<file path="src/sv/esd_pkg.sv">
`timescale 1ns / 1ps
// shared types, codes and lookup functions for the escape sequence decoder
// no dependencies; used by every other file of the block but esd_if

package esd_pkg;

    typedef enum logic [2:0] {
        MODE_IDLE  = 3'd0,
        MODE_SLASH = 3'd1,
        MODE_HEXX  = 3'd2,
        MODE_HEXU4 = 3'd3,
        MODE_HEXU8 = 3'd4,
        MODE_OCT   = 3'd5
    } mode_t;

    typedef enum logic [2:0] {
        ST_OK      = 3'd0,
        ST_EMPTY_X = 3'd1,
        ST_SHORT_U = 3'd2,
        ST_SHORT_W = 3'd3,
        ST_UNKNOWN = 3'd4
    } status_t;

    localparam logic [3:0] LIMIT_HEXX  = 4'd8;
    localparam logic [3:0] LIMIT_HEXU4 = 4'd4;
    localparam logic [3:0] LIMIT_HEXU8 = 4'd8;
    localparam logic [3:0] LIMIT_OCT   = 4'd11;

    localparam int QUEUE_DEPTH = 4;
    localparam int QPTR_W      = $clog2(QUEUE_DEPTH);
    localparam int QCNT_W      = $clog2(QUEUE_DEPTH + 1);

    localparam logic [7:0] CH_BACKSLASH = 8'h5C;

    typedef struct packed {
        logic [31:0] out_value;
        logic        is_code_point;
        logic [2:0]  status;
        logic        end_of_string;
    } result_t;

    // up to two results produced by one request
    typedef struct packed {
        logic    v0;
        logic    v1;
        result_t r0;
        result_t r1;
    } push_t;

    typedef struct packed {
        logic    valid;
        logic    slash;
        result_t res;
    } plain_t;

    // {valid, digit value}
    function automatic logic [4:0] hex_digit(input logic [7:0] b);
        logic [4:0] r;
        r = 5'd0;
        if (b >= 8'h30 && b <= 8'h39) begin
            r = {1'b1, 4'(b - 8'h30)};
        end else if (b >= 8'h61 && b <= 8'h66) begin
            r = {1'b1, 4'(b - 8'h61 + 8'h0A)};
        end else if (b >= 8'h41 && b <= 8'h46) begin
            r = {1'b1, 4'(b - 8'h41 + 8'h0A)};
        end
        return r;
    endfunction

    // {valid, control byte}
    function automatic logic [8:0] letter_code(input logic [7:0] b);
        logic [8:0] r;
        r = 9'd0;
        unique case (b)
            8'h6E:   r = {1'b1, 8'h0A};
            8'h74:   r = {1'b1, 8'h09};
            8'h76:   r = {1'b1, 8'h0B};
            8'h62:   r = {1'b1, 8'h08};
            8'h72:   r = {1'b1, 8'h0D};
            8'h66:   r = {1'b1, 8'h0C};
            8'h61:   r = {1'b1, 8'h07};
            8'h5C:   r = {1'b1, 8'h5C};
            8'h3F:   r = {1'b1, 8'h3F};
            8'h27:   r = {1'b1, 8'h27};
            8'h22:   r = {1'b1, 8'h22};
            default: r = 9'd0;
        endcase
        return r;
    endfunction

    function automatic logic is_octal(input logic [7:0] b);
        return (b >= 8'h30) && (b <= 8'h37);
    endfunction

    function automatic result_t make_result(input logic [31:0] value, input logic cp,
                                            input status_t st, input logic fin);
        result_t r;
        r.out_value     = value;
        r.is_code_point = cp;
        r.status        = st;
        r.end_of_string = fin;
        return r;
    endfunction

    // byte seen with no escape pending
    function automatic plain_t plain_byte(input logic [7:0] b, input logic fin);
        plain_t p;
        p.valid = 1'b0;
        p.slash = 1'b0;
        p.res   = make_result(32'd0, 1'b0, ST_OK, fin);
        if (b == CH_BACKSLASH) begin
            if (fin) begin
                p.valid = 1'b1;
                p.res   = make_result(32'd0, 1'b0, ST_UNKNOWN, 1'b1);
            end else begin
                p.slash = 1'b1;
            end
        end else begin
            p.valid = 1'b1;
            p.res   = make_result({24'd0, b}, 1'b0, ST_OK, fin);
        end
        return p;
    endfunction

endpackage

</file>
<file path="src/sv/esd_if.sv">
`timescale 1ns / 1ps
// valid/ready channel interfaces for the byte input and the result output
// no dependencies

interface esd_in_if;
    logic       valid;
    logic       ready;
    logic [7:0] text_byte;
    logic       final_byte;

    modport source (output valid, output text_byte, output final_byte, input ready);
    modport sink   (input valid, input text_byte, input final_byte, output ready);
endinterface

interface esd_out_if;
    logic        valid;
    logic        ready;
    logic [31:0] out_value;
    logic        is_code_point;
    logic [2:0]  status;
    logic        end_of_string;

    modport source (output valid, output out_value, output is_code_point,
                    output status, output end_of_string, input ready);
    modport sink   (input valid, input out_value, input is_code_point,
                    input status, input end_of_string, output ready);
endinterface

</file>
<file path="src/sv/esd_decode.sv">
`timescale 1ns / 1ps
// escape state registers and the per-byte decode logic
// depends on esd_pkg

module esd_decode (
    input  logic               clk,
    input  logic               rst_n,
    input  logic               take,
    input  logic [7:0]         text_byte,
    input  logic               final_byte,
    output esd_pkg::push_t     push
);

    esd_pkg::mode_t mode_reg, mode_next;
    logic [3:0]     cnt_reg, cnt_next;
    logic [31:0]    acc_reg, acc_next;
    logic           skip_reg, skip_next;

    always_ff @(posedge clk or negedge rst_n)
    begin
        if (!rst_n)
        begin
            mode_reg <= esd_pkg::MODE_IDLE;
            cnt_reg  <= 4'd0;
            acc_reg  <= 32'd0;
            skip_reg <= 1'b0;
        end
        else if (take)
        begin
            mode_reg <= mode_next;
            cnt_reg  <= cnt_next;
            acc_reg  <= acc_next;
            skip_reg <= skip_next;
        end
    end

    always_comb
    begin
        logic [4:0]       hx;
        logic [8:0]       lc;
        logic [31:0]      hex_sum;
        logic [31:0]      oct_sum;
        logic [3:0]       cnt_inc;
        logic [3:0]       limit;
        esd_pkg::status_t short_st;
        esd_pkg::plain_t  pb;

        hx       = esd_pkg::hex_digit(text_byte);
        lc       = esd_pkg::letter_code(text_byte);
        hex_sum  = {acc_reg[27:0], hx[3:0]};
        oct_sum  = {acc_reg[28:0], text_byte[2:0]};
        cnt_inc  = cnt_reg + 4'd1;
        pb       = esd_pkg::plain_byte(text_byte, final_byte);
        short_st = (mode_reg == esd_pkg::MODE_HEXU4) ? esd_pkg::ST_SHORT_U
                                                     : esd_pkg::ST_SHORT_W;
        unique case (mode_reg)
            esd_pkg::MODE_HEXX:  limit = esd_pkg::LIMIT_HEXX;
            esd_pkg::MODE_HEXU4: limit = esd_pkg::LIMIT_HEXU4;
            default:             limit = esd_pkg::LIMIT_HEXU8;
        endcase

        mode_next = mode_reg;
        cnt_next  = cnt_reg;
        acc_next  = acc_reg;
        skip_next = skip_reg;
        push      = '0;

        if (skip_reg)
        begin
            if (final_byte)
                skip_next = 1'b0;
        end
        else
        begin
            unique case (mode_reg)
                esd_pkg::MODE_SLASH:
                begin
                    acc_next = 32'd0;
                    cnt_next = 4'd0;
                    if (lc[8])
                    begin
                        push.v0   = 1'b1;
                        push.r0   = esd_pkg::make_result({24'd0, lc[7:0]}, 1'b0,
                                                         esd_pkg::ST_OK, final_byte);
                        mode_next = esd_pkg::MODE_IDLE;
                    end
                    else if (text_byte == 8'h78 || text_byte == 8'h75 || text_byte == 8'h55)
                    begin
                        if (final_byte)
                        begin
                            push.v0   = 1'b1;
                            push.r0   = esd_pkg::make_result(32'd0, 1'b0,
                                (text_byte == 8'h78) ? esd_pkg::ST_EMPTY_X :
                                (text_byte == 8'h75) ? esd_pkg::ST_SHORT_U :
                                                       esd_pkg::ST_SHORT_W, 1'b1);
                            mode_next = esd_pkg::MODE_IDLE;
                        end
                        else
                        begin
                            mode_next = (text_byte == 8'h78) ? esd_pkg::MODE_HEXX :
                                        (text_byte == 8'h75) ? esd_pkg::MODE_HEXU4 :
                                                               esd_pkg::MODE_HEXU8;
                        end
                    end
                    else if (esd_pkg::is_octal(text_byte))
                    begin
                        if (final_byte)
                        begin
                            push.v0   = 1'b1;
                            push.r0   = esd_pkg::make_result({29'd0, text_byte[2:0]}, 1'b1,
                                                             esd_pkg::ST_OK, 1'b1);
                            mode_next = esd_pkg::MODE_IDLE;
                        end
                        else
                        begin
                            acc_next  = {29'd0, text_byte[2:0]};
                            cnt_next  = 4'd1;
                            mode_next = esd_pkg::MODE_OCT;
                        end
                    end
                    else
                    begin
                        push.v0   = 1'b1;
                        push.r0   = esd_pkg::make_result(32'd0, 1'b0, esd_pkg::ST_UNKNOWN,
                                                         final_byte);
                        mode_next = esd_pkg::MODE_IDLE;
                        skip_next = !final_byte;
                    end
                end

                esd_pkg::MODE_HEXX, esd_pkg::MODE_HEXU4, esd_pkg::MODE_HEXU8:
                begin
                    if (hx[4])
                    begin
                        if (cnt_inc >= limit ||
                            (final_byte && mode_reg == esd_pkg::MODE_HEXX))
                        begin
                            push.v0   = 1'b1;
                            push.r0   = esd_pkg::make_result(hex_sum, 1'b1, esd_pkg::ST_OK,
                                                             final_byte);
                            mode_next = esd_pkg::MODE_IDLE;
                            cnt_next  = 4'd0;
                            acc_next  = 32'd0;
                        end
                        else if (final_byte)
                        begin
                            push.v0   = 1'b1;
                            push.r0   = esd_pkg::make_result(32'd0, 1'b0, short_st, 1'b1);
                            mode_next = esd_pkg::MODE_IDLE;
                            cnt_next  = 4'd0;
                            acc_next  = 32'd0;
                            skip_next = 1'b0;
                        end
                        else
                        begin
                            acc_next = hex_sum;
                            cnt_next = cnt_inc;
                        end
                    end
                    else if (mode_reg == esd_pkg::MODE_HEXX && cnt_reg != 4'd0)
                    begin
                        // run cut by a non-digit: code point, then the byte itself
                        push.v0   = 1'b1;
                        push.r0   = esd_pkg::make_result(acc_reg, 1'b1, esd_pkg::ST_OK, 1'b0);
                        push.v1   = pb.valid;
                        push.r1   = pb.res;
                        mode_next = pb.slash ? esd_pkg::MODE_SLASH : esd_pkg::MODE_IDLE;
                        cnt_next  = 4'd0;
                        acc_next  = 32'd0;
                    end
                    else
                    begin
                        push.v0   = 1'b1;
                        push.r0   = esd_pkg::make_result(32'd0, 1'b0,
                            (mode_reg == esd_pkg::MODE_HEXX) ? esd_pkg::ST_EMPTY_X : short_st,
                            final_byte);
                        mode_next = esd_pkg::MODE_IDLE;
                        cnt_next  = 4'd0;
                        acc_next  = 32'd0;
                        skip_next = !final_byte;
                    end
                end

                esd_pkg::MODE_OCT:
                begin
                    if (esd_pkg::is_octal(text_byte))
                    begin
                        if (cnt_inc >= esd_pkg::LIMIT_OCT || final_byte)
                        begin
                            push.v0   = 1'b1;
                            push.r0   = esd_pkg::make_result(oct_sum, 1'b1, esd_pkg::ST_OK,
                                                             final_byte);
                            mode_next = esd_pkg::MODE_IDLE;
                            cnt_next  = 4'd0;
                            acc_next  = 32'd0;
                        end
                        else
                        begin
                            acc_next = oct_sum;
                            cnt_next = cnt_inc;
                        end
                    end
                    else
                    begin
                        push.v0   = 1'b1;
                        push.r0   = esd_pkg::make_result(acc_reg, 1'b1, esd_pkg::ST_OK, 1'b0);
                        push.v1   = pb.valid;
                        push.r1   = pb.res;
                        mode_next = pb.slash ? esd_pkg::MODE_SLASH : esd_pkg::MODE_IDLE;
                        cnt_next  = 4'd0;
                        acc_next  = 32'd0;
                    end
                end

                default:
                begin
                    push.v0   = pb.valid;
                    push.r0   = pb.res;
                    mode_next = pb.slash ? esd_pkg::MODE_SLASH : esd_pkg::MODE_IDLE;
                    cnt_next  = 4'd0;
                    acc_next  = 32'd0;
                end
            endcase
        end
    end

endmodule

</file>
<file path="src/sv/esd_result_queue.sv">
`timescale 1ns / 1ps
// small result queue taking up to two results per cycle, one out per cycle
// depends on esd_pkg and esd_if

module esd_result_queue (
    input  logic           clk,
    input  logic           rst_n,
    input  logic           take,
    input  esd_pkg::push_t push,
    output logic           room,
    esd_out_if.source      result
);

    esd_pkg::result_t                 entry_reg [esd_pkg::QUEUE_DEPTH];
    logic [esd_pkg::QPTR_W-1:0]       wr_ptr_reg, wr_ptr_next;
    logic [esd_pkg::QPTR_W-1:0]       rd_ptr_reg, rd_ptr_next;
    logic [esd_pkg::QCNT_W-1:0]       count_reg, count_next;
    logic [esd_pkg::QCNT_W-1:0]       n_push;
    logic                             pop;
    esd_pkg::result_t                 head;

    assign pop    = result.valid && result.ready;
    // slot 1 is only filled when slot 0 is
    assign n_push = take ? (esd_pkg::QCNT_W'(push.v0) + esd_pkg::QCNT_W'(push.v1))
                         : '0;
    assign room   = count_reg <= esd_pkg::QCNT_W'(esd_pkg::QUEUE_DEPTH - 2);

    always_comb
    begin
        wr_ptr_next = wr_ptr_reg + esd_pkg::QPTR_W'(n_push);
        rd_ptr_next = rd_ptr_reg + esd_pkg::QPTR_W'(pop);
        count_next  = count_reg + n_push - esd_pkg::QCNT_W'(pop);
    end

    always_ff @(posedge clk or negedge rst_n)
    begin
        if (!rst_n)
        begin
            wr_ptr_reg <= '0;
            rd_ptr_reg <= '0;
            count_reg  <= '0;
        end
        else
        begin
            wr_ptr_reg <= wr_ptr_next;
            rd_ptr_reg <= rd_ptr_next;
            count_reg  <= count_next;
        end
    end

    always_ff @(posedge clk)
    begin
        if (take && push.v0)
            entry_reg[wr_ptr_reg] <= push.r0;
        if (take && push.v1)
            entry_reg[wr_ptr_reg + esd_pkg::QPTR_W'(1)] <= push.r1;
    end

    assign head                 = entry_reg[rd_ptr_reg];
    assign result.valid         = count_reg != '0;
    assign result.out_value     = head.out_value;
    assign result.is_code_point = head.is_code_point;
    assign result.status        = head.status;
    assign result.end_of_string = head.end_of_string;

endmodule

</file>
<file path="src/sv/escape_sequence_decoder_unit.sv">
`timescale 1ns / 1ps
// escape sequence decoder: one literal byte per request in, decoded results out
// when the queue is empty, the first result of an accepted byte is offered in the cycle after it
// throughput: one byte per cycle; a byte that yields two results puts both in the queue, which hands them
// out one at a time, and ready drops while the four-entry queue has under two free slots
// reset (async, active low) returns the escape state to idle and empties the queue

module escape_sequence_decoder_unit (
    input  logic       clk,
    input  logic       rst_n,
    esd_in_if.sink     text,
    esd_out_if.source  result
);

    logic           take;
    logic           room;
    esd_pkg::push_t push;

    assign text.ready = room;
    assign take       = text.valid && room;

    esd_decode u_decode (
        .clk        (clk),
        .rst_n      (rst_n),
        .take       (take),
        .text_byte  (text.text_byte),
        .final_byte (text.final_byte),
        .push       (push)
    );

    esd_result_queue u_queue (
        .clk    (clk),
        .rst_n  (rst_n),
        .take   (take),
        .push   (push),
        .room   (room),
        .result (result)
    );

endmodule

</file>
<file path="src/flat_wrapper.sv">
// flat-port wrapper written by rule: the top's interface ports become plain ports
module escape_sequence_decoder_unit_flat 
  (clk, rst_n, text_valid, text_text_byte, text_final_byte, text_ready, result_valid, result_out_value, result_is_code_point, result_status, result_end_of_string, result_ready);
  esd_in_if text_i ();
  esd_out_if result_i ();
  input  logic clk;
  input  logic rst_n;
  input wire logic [$bits(text_i.valid)-1:0] text_valid;
  input wire logic [$bits(text_i.text_byte)-1:0] text_text_byte;
  input wire logic [$bits(text_i.final_byte)-1:0] text_final_byte;
  output wire logic [$bits(text_i.ready)-1:0] text_ready;
  output wire logic [$bits(result_i.valid)-1:0] result_valid;
  output wire logic [$bits(result_i.out_value)-1:0] result_out_value;
  output wire logic [$bits(result_i.is_code_point)-1:0] result_is_code_point;
  output wire logic [$bits(result_i.status)-1:0] result_status;
  output wire logic [$bits(result_i.end_of_string)-1:0] result_end_of_string;
  input wire logic [$bits(result_i.ready)-1:0] result_ready;
  assign text_i.valid = text_valid;
  assign text_i.text_byte = text_text_byte;
  assign text_i.final_byte = text_final_byte;
  assign text_ready = text_i.ready;
  assign result_valid = result_i.valid;
  assign result_out_value = result_i.out_value;
  assign result_is_code_point = result_i.is_code_point;
  assign result_status = result_i.status;
  assign result_end_of_string = result_i.end_of_string;
  assign result_i.ready = result_ready;
  escape_sequence_decoder_unit u_core (.clk(clk), .rst_n(rst_n), .text(text_i), .result(result_i));
endmodule
</file>
<file path="config.mk">
export PLATFORM = sky130hd
export DESIGN_NAME = escape_sequence_decoder_unit_flat
export DESIGN_NICKNAME = d
export VERILOG_FILES = /design/src/sv/esd_pkg.sv /design/src/sv/esd_if.sv /design/src/sv/esd_decode.sv /design/src/sv/esd_result_queue.sv /design/src/sv/escape_sequence_decoder_unit.sv /design/src/flat_wrapper.sv
export SDC_FILE = /design/constraint.sdc
export NUM_CORES = 1
export LEC_CHECK = 0
export ABC_CLOCK_PERIOD_IN_PS = 3400
export BUFFER_PORTS_ARGS = -buffer_cell sky130_fd_sc_hd__buf_2
export CORE_MARGIN = 2
export CORE_UTILIZATION = 56
export DETAILED_ROUTE_END_ITERATION = 7
export PLACE_DENSITY = 0.81
export SLEW_MARGIN = 40
export SYNTH_ARGS = -nofsm -noshare
export SYNTH_HDL_FRONTEND = slang
export SYNTH_SLANG_ARGS = --single-unit
</file>
<file path="constraint.sdc">
create_clock -name clk -period 3.4 [get_ports clk]
set_input_delay 0.68 -clock clk [delete_from_list [all_inputs] [get_ports clk]]
set_output_delay 0.68 -clock clk [all_outputs]
set_load 0.1 [all_outputs]
</file>
-- Word-level counts from Yosys, hierarchy flattened
Memory sizes are Yosys's and may differ from the RTL's.
Cells that the tools add are included.
- bits in registers: 47
- bits in writable memories: 148
- logic and storage cells: 163
- memories: 1
- add/sub/neg operators: 12
- $lt $le $gt $ge: 10
- eq/ne operators: 21
- muxes and demuxes: 91
- bitwise logic cells: 1
- reduce and logical (&&, ||, !) cells: 20
- memory list (name ; depth ; width ; read ports ; clocked after memory_dff ; write ports ; RTL line ; RTL):
    u_core.u_queue.entry_reg ; 4 ; 37 ; 1 ; 0 ; 2 ; esd_result_queue.sv:14 ; esd_pkg::result_t entry_reg [esd_pkg::QUEUE_DEPTH];
- operators by type and width (operator ; number):
    two-way mux 37 bit ; 11
    two-way mux 32 bit ; 5
    case mux 37 bit (3 select lines) ; 1
    case mux 9 bit (11 select lines) ; 1
    case mux 32 bit (3 select lines) ; 1
    equality test 8 x 7 -> 1 bit (second input constant) ; 11
    two-way mux 76 bit ; 1
    case mux 37 bit (2 select lines) ; 1
    two-way mux 3 bit ; 18
    two-way mux 1 bit ; 32
    two-way mux 4 bit ; 7
    equality test 8 x 6 -> 1 bit (second input constant) ; 3
    greater-or-equal comparator 8 x 7 -> 1 bit (second input constant) ; 2
    <= comparator 8 x 6 -> 1 bit (second input constant) ; 2
    <= comparator 8 x 7 -> 1 bit (second input constant) ; 2
    two-way mux 5 bit ; 3
    two-way mux 13 bit ; 1
    case mux 4 bit (3 select lines) ; 1
    subtractor 4 x 1 -> 4 bit (second input constant) ; 3
    logical AND 1 bit ; 10
    case mux 3 bit (3 select lines) ; 1
    adder 4 bit (second input constant) ; 2
    greater-or-equal comparator 8 x 6 -> 1 bit (second input constant) ; 1
    two-way mux 8 bit ; 1
    26 further kinds ; 34

-- Depth between registers and ports, before layout
- word-level depth: 13
- mapped depth: 17
- depth with buffers taken out: 15

-- By module
A second synthesis with hierarchy kept.
- cell total of the unflattened synthesis: 906
- area, all modules: 11880.1 µm²
- by module, submodules not included (module ; times used ; cells each ; area an instance (µm²)):
    esd_result_queue ; 1 ; 401 ; 8020.2
    esd_decode ; 1 ; 504 ; 3853.7
    escape_sequence_decoder_unit ; 1 ; 1 ; 6.3

-- Worst setup path before layout
Ideal clock, no wire load.
- path kind: input -> register
- start point: in text_text_byte[0]
- end point: reg u_core.u_queue.count_reg[2] in the netlist's numbering
- library setup time: 0.123 ns
- arrival: 3.840 ns
- path slack: -0.563 ns
- stages: 17
- buffers on the path: 2
- path through: inv_1 > ha_1 > and3b_1 > o2111ai_1 > o211ai_1 > o31ai_1 > and3_1 > buf_2 > buf_2 > nor3_1 > ha_1 > nand3_1 > ha_1 > inv_1 > ha_1 > fa_1 > xnor2_1
- longest elaborated chain between the ends: 12
- elaborated cells on any way between the ends: 47
- those cells by class: 3 x add/sub; 7 x order compare; 14 x eq/ne; 17 x mux; 6 x reduce/logical
- ends and longest elaborated chain (what ; RTL line ; RTL):
    start, declared ; flat_wrapper.sv:9 ; input wire logic [$bits(text_i.text_byte)-1:0] text_text_byte;
    greater-or-equal comparator 8 x 7 -> 1 bit / <= comparator 8 x 7 -> 1 bit (equally long branches) ; esd_pkg.sv:64 ; end else if (b >= 8'h41 && b <= 8'h46) begin
    logical AND 1 bit ; esd_pkg.sv:64 ;
    two-way mux 5 bit ; esd_pkg.sv:64 ;
    two-way mux 5 bit ; esd_pkg.sv:62 ; end else if (b >= 8'h61 && b <= 8'h66) begin
    two-way mux 5 bit ; esd_pkg.sv:60 ; if (b >= 8'h30 && b <= 8'h39) begin
    two-way mux 1 bit ; esd_decode.sv:133 ; if (hx[4])
    case mux 1 bit (3 select lines) / case mux 1 bit (2 select lines) (equally long branches) ; esd_decode.sv:75 ; unique case (mode_reg)
    two-way mux 76 bit * ; esd_decode.sv:68 ; if (skip_reg)
    adder 1 x 1 -> 2 bit * ; esd_result_queue.sv:24 ; assign n_push = take ? (esd_pkg::QCNT_W'(push.v0) + esd_pkg::QCNT_W'(push.v1))
    two-way mux 2 bit * ; esd_result_queue.sv:24 ;
    adder 3 x 2 -> 3 bit * ; esd_result_queue.sv:32 ; count_next = count_reg + n_push - esd_pkg::QCNT_W'(pop);
    subtractor 3 x 1 -> 3 bit * ; esd_result_queue.sv:32 ;
    named net u_core.u_queue.count_next, one bit ; esd_result_queue.sv:17 ; logic [esd_pkg::QCNT_W-1:0] count_reg, count_next;
    end signal, assigned ; esd_result_queue.sv:47 ; count_reg <= count_next;
    end, declared ; esd_result_queue.sv:17 ;
The timed path passes the listed nets; every way through them passes the cells marked *.
A chain may end at the register's enable or synchronous reset.

-- Worst setup path after layout
Ends and elaborated chain as after synthesis.

==> run_summary.xml <==
<?xml version="1.0" encoding="UTF-8"?>
<metrics>
  <group name="power">
    <metric name="switching_share" unit="%">41.5</metric>
    <metric name="power.sequential.fraction" unit="%">39.2</metric>
    <metric name="internal_power" unit="mW">4.61</metric>
    <metric name="p_leak" unit="nW">5.20</metric>
    <metric name="design_power_total" unit="mW">7.88</metric>
    <metric name="combinationalPowerShare" unit="%">35.2</metric>
    <metric name="p_per_area" unit="mW/mm^2">653</metric>
    <metric name="power_frac_clock" unit="%">25.6</metric>
    <metric name="total_switching_power" unit="mW">3.27</metric>
    <metric name="ir_worst_vdd" unit="uV">507</metric>
  </group>
  <group name="clock_tree">
    <metric name="clockRootBuffer" unit="">sky130_fd_sc_hd__clkbuf_16</metric>
    <metric name="cts_made_buffers" unit="">17</metric>
    <metric name="cts_max_level" unit="">4</metric>
    <metric name="cts_sinks" unit="">195</metric>
    <metric name="cts-root-to-sink-buffers" unit="">2</metric>
    <metric name="hold_buffer_count_at_cts" unit="">0</metric>
    <metric name="clock_transition_at_the_register_clock_pins_on_the_worst_setup_and_hold_paths_after_cts" unit="ns">0.07</metric>
    <metric name="insertion_delay" unit="ns">0.45</metric>
    <metric name="cts_tree" unit="">done</metric>
  </group>
  <group name="cells_and_area">
    <metric name="layout.cells.most_common" unit="">sky130_fd_sc_hd__nand2_1</metric>
    <metric name="layout.cell_area.non_filler" unit="sq mm">0.0121</metric>
    <metric name="post_synthesis_to_final_layout_area_growth" unit="%">16.0</metric>
    <metric name="max_reg_flops" unit="">148</metric>
    <metric name="num-fill-cells" unit="">1298</metric>
    <metric name="most-common-layout-cells" unit="">sky130_fd_sc_hd__nand2_1, sky130_fd_sc_hd__dfxtp_1, sky130_fd_sc_hd__buf_4, sky130_fd_sc_hd__mux2i_1, sky130_fd_sc_hd__nor2_1</metric>
    <metric name="num-nets-final" unit="">1139</metric>
    <metric name="multiInputGateArea" unit="sq mm">0.00544</metric>
    <metric name="antenna_cells" unit="">0</metric>
    <metric name="drive_above_1_share" unit="%">22.8</metric>
    <metric name="seq_area" unit="sq mm">0.00454</metric>
  </group>
  <group name="route">
    <metric name="detail_route.drc_violations" unit="">3</metric>
    <metric name="drt_first_iter_violations" unit="">1148</metric>
    <metric name="avgRoutedWirePerCell" unit="microns">21.2</metric>
    <metric name="postRouteAntennaNets" unit="">0</metric>
    <metric name="routed_wl" unit="mm">28.7</metric>
    <metric name="vias" unit="">9017</metric>
    <metric name="via_per_inst" unit="">6.66</metric>
    <metric name="drt_pass1_iterations" unit="">8</metric>
  </group>
  <group name="yosys">
    <metric name="yosysUniqueCellTypes" unit="">73</metric>
    <metric name="yosysTopAreaCellShare" unit="%">20.8</metric>
    <metric name="post_synth.cell_area_avg" unit="sq um">10.2</metric>
    <metric name="synthesis.instances" unit="">1021</metric>
    <metric name="yosys-top-cells-area" unit="">sky130_fd_sc_hd__dfxtp_1, sky130_fd_sc_hd__edfxtp_1, sky130_fd_sc_hd__dfrtp_1, sky130_fd_sc_hd__mux2i_1, sky130_fd_sc_hd__mux4_2</metric>
    <metric name="ys_ff_latch" unit="">195</metric>
    <metric name="synth-edff-count" unit="">40</metric>
    <metric name="yosys_most_used_dff" unit="">sky130_fd_sc_hd__dfxtp_1</metric>
    <metric name="postSynth.asyncResetShare" unit="%">24.1</metric>
    <metric name="syn_area" unit="sq mm">0.0104</metric>
    <metric name="synth.largest_area_cell" unit="">sky130_fd_sc_hd__dfxtp_1</metric>
    <metric name="syn-num-nets" unit="">1049</metric>
    <metric name="synth_sequential_area_ratio" unit="%">43.6</metric>
    <metric name="yosysWarningCount" unit="">0</metric>
  </group>
  <group name="worst_setup_path">
    <metric name="timing.critical_path.arrival" unit="ns">3.57</metric>
    <metric name="critical_path_peak_fanout" unit="">6</metric>
    <metric name="crit_chain" unit="">buf_4 -&gt; inv_2 -&gt; ha_4 -&gt; and3b_1 -&gt; o2111ai_2 -&gt; o211ai_1 -&gt; o31ai_1 -&gt; and3_1 -&gt; nor3_1 -&gt; ha_1 -&gt; nand3_2 -&gt; ha_1 -&gt; inv_1 -&gt; ha_2 -&gt; fa_2 -&gt; xnor2_1</metric>
    <metric name="cp_data_required_time" unit="ns">3.71</metric>
    <metric name="critPathLaunchType" unit="">input pin</metric>
    <metric name="regToRegStartpoint" unit="">u_core.u_decode.cnt_reg[1]</metric>
    <metric name="timing.critical_path.to_type" unit="">flop</metric>
    <metric name="worst_path_most_repeated_cell" unit="">sky130_fd_sc_hd__ha_1</metric>
    <metric name="classification_of_the_worst_setup_path" unit="">in2reg</metric>
    <metric name="worst_path_largest_cell_delay" unit="ns">0.35</metric>
    <metric name="crit_path_start" unit="">text_text_byte[0]</metric>
    <metric name="worst_path_max_delay_cell" unit="">sky130_fd_sc_hd__fa_2</metric>
  </group>
  <group name="global_routing">
    <metric name="grt.total_usage" unit="%">29.9</metric>
    <metric name="antenna_found_initial" unit="">0</metric>
    <metric name="first_global_vias" unit="">8935</metric>
    <metric name="grt_overflow_total" unit="">0</metric>
    <metric name="grt_max_degree" unit="">43</metric>
    <metric name="global_route_wire_length_before_repair" unit="mm">46.9</metric>
  </group>
  <group name="timing">
    <metric name="total_of_endpoints_with_negative_setup_slack_in_the_final_report" unit="">0</metric>
    <metric name="final_cycle_share" unit="%">95.7</metric>
    <metric name="maxSlewViolCount" unit="">0</metric>
    <metric name="final.setup_skew" unit="ns">0.0161</metric>
    <metric name="final_period_minus_worst_setup_slack" unit="ns">3.25</metric>
    <metric name="timing.fmax" unit="GHz">0.307</metric>
    <metric name="report.final.hold_viol_count" unit="">0</metric>
    <metric name="worst_slew_pin_slew" unit="ns">0.790</metric>
    <metric name="slew-limit-headroom" unit="%">46.6</metric>
  </group>
  <group name="floorplanning">
    <metric name="placeableCoreArea" unit="sq mm">0.0181</metric>
    <metric name="floorplan.io_pins" unit="">52</metric>
    <metric name="floorplan.initialDensity" unit="%">57.5</metric>
    <metric name="rows" unit="">49</metric>
    <metric name="die_height" unit="microns">140</metric>
    <metric name="fp.dieArea" unit="sq mm">0.0197</metric>
    <metric name="fp.dieW" unit="microns">140</metric>
  </group>
  <group name="hold_path">
    <metric name="timing.hold.worst.class" unit="">in2async</metric>
  </group>
  <group name="run_status">
    <metric name="failed_checks" unit="">DRC</metric>
    <metric name="status" unit="">complete, but fails checks</metric>
  </group>
  <group name="job">
    <metric name="max-cap-violations" unit="">0</metric>
  </group>
  <group name="place">
    <metric name="dp_hpwl" unit="mm">19.3</metric>
    <metric name="port_buffers" unit="">51</metric>
    <metric name="globalplace.congestion" unit="">0.970</metric>
    <metric name="placedInstanceArea" unit="sq mm">0.0115</metric>
  </group>
</metrics>
[layer usage]
metal  GRT usage, %  wire (microns)
met4           8.98             608
met1           41.4           11800
met2           48.2           13400
met3           5.85            2790
met5              0               0
[cell type report]
type                       instances  area share, %
clock buffer                      18           3.64
timing repair buffer             157           9.39
inverter                          20          0.643
multi-input combinational        720           45.0
sequential                       195           37.6
tap                              229           2.37
clock inverter                    14           1.31
[what timing repair did]
action	in CTS	in global routing
setup endpoints to repair	0	2
gates resized for setup	0	8
buffers inserted	0	1
[critical path: cells and delay by family]
family                     cells  cell delay [ns]
adders and majority gates      5             1.29
AOI/OAI and AO/OA              3             0.72
buffers and inverters          3             0.23
xor gates and xnor gates       1             0.13
and+or+nand+nor                4             0.51
[final timing paths]
path                            slack, ns                              end  cells past startpoint
worst max-delay path                 0.15      u_core.u_queue.count_reg[2]                     16
worst min-delay path                 0.23      u_core.u_decode.acc_reg[30]                      1
worst max register to register       0.16      u_core.u_queue.count_reg[2]                     14
worst min register to register       0.46  u_core.u_queue.entry_reg[2][27]                      2
max in group asynchronous            2.66       u_core.u_decode.cnt_reg[0]                      2
min in group clk                     0.46  u_core.u_queue.entry_reg[2][27]                      2
[cells in the mapped netlist (20+ instances only)]
library cell and number:
sky130_fd_sc_hd__nand2_1 136, sky130_fd_sc_hd__dfxtp_1 108, sky130_fd_sc_hd__mux2i_1 94, sky130_fd_sc_hd__nor2_1 78, sky130_fd_sc_hd__dfrtp_1 47, sky130_fd_sc_hd__clkbuf_1 45
sky130_fd_sc_hd__o22ai_1 42, sky130_fd_sc_hd__edfxtp_1 40, sky130_fd_sc_hd__mux4_2 37, sky130_fd_sc_hd__nand2b_1 32, sky130_fd_sc_hd__a221oi_1 29, sky130_fd_sc_hd__a222oi_1 25
sky130_fd_sc_hd__buf_2 22, sky130_fd_sc_hd__nand3_1 22, sky130_fd_sc_hd__inv_1 20
[power by group through the flow]
stage | logic, mW | clock network, mW | registers (mW)
2_1_floorplan | 2.18 | 0 | 2.94
3_3_place_gp | 2.68 | 0 | 3.11
3_5_place_dp | 2.72 | 0 | 3.12
4_1_cts | 2.74 | 2.04 | 3.07
5_1_grt | 2.97 | 2.13 | 3.13
6_report | 2.77 | 2.01 | 3.09
[cell families after synthesis]
family	count (synthesis)	synth area share, %
buffers and inverters	106	4.71
multiplexers	132	17.2
adder cells (fa/ha/maj)	15	1.88
XOR/XNOR	8	0.673
AND/OR/NAND/NOR	352	16.3
flip-flops	195	43.6
AO/OA/AOI/OAI	213	15.6
[per-stage QoR]
stage / std cells / utilization, % / TNS, ns / hold WS, ns / setup WS, ns
2_1_floorplan: 1021 / - / -0.628 / 0.384 / -0.320
3_3_place_gp: 1320 / 63.3 / -2.06 / 0.442 / -0.305
3_5_place_dp: 1320 / 63.3 / -5.22 / 0.452 / -0.372
4_1_cts: 1352 / 66.6 / 0 / 0.250 / 0.0780
5_1_grt: 1353 / 66.7 / -0.0000906 / 0.271 / -0.0000906
6_report: 1353 / 66.7 / 0 / 0.233 / 0.148
Power figures use the tool's default switching activity.
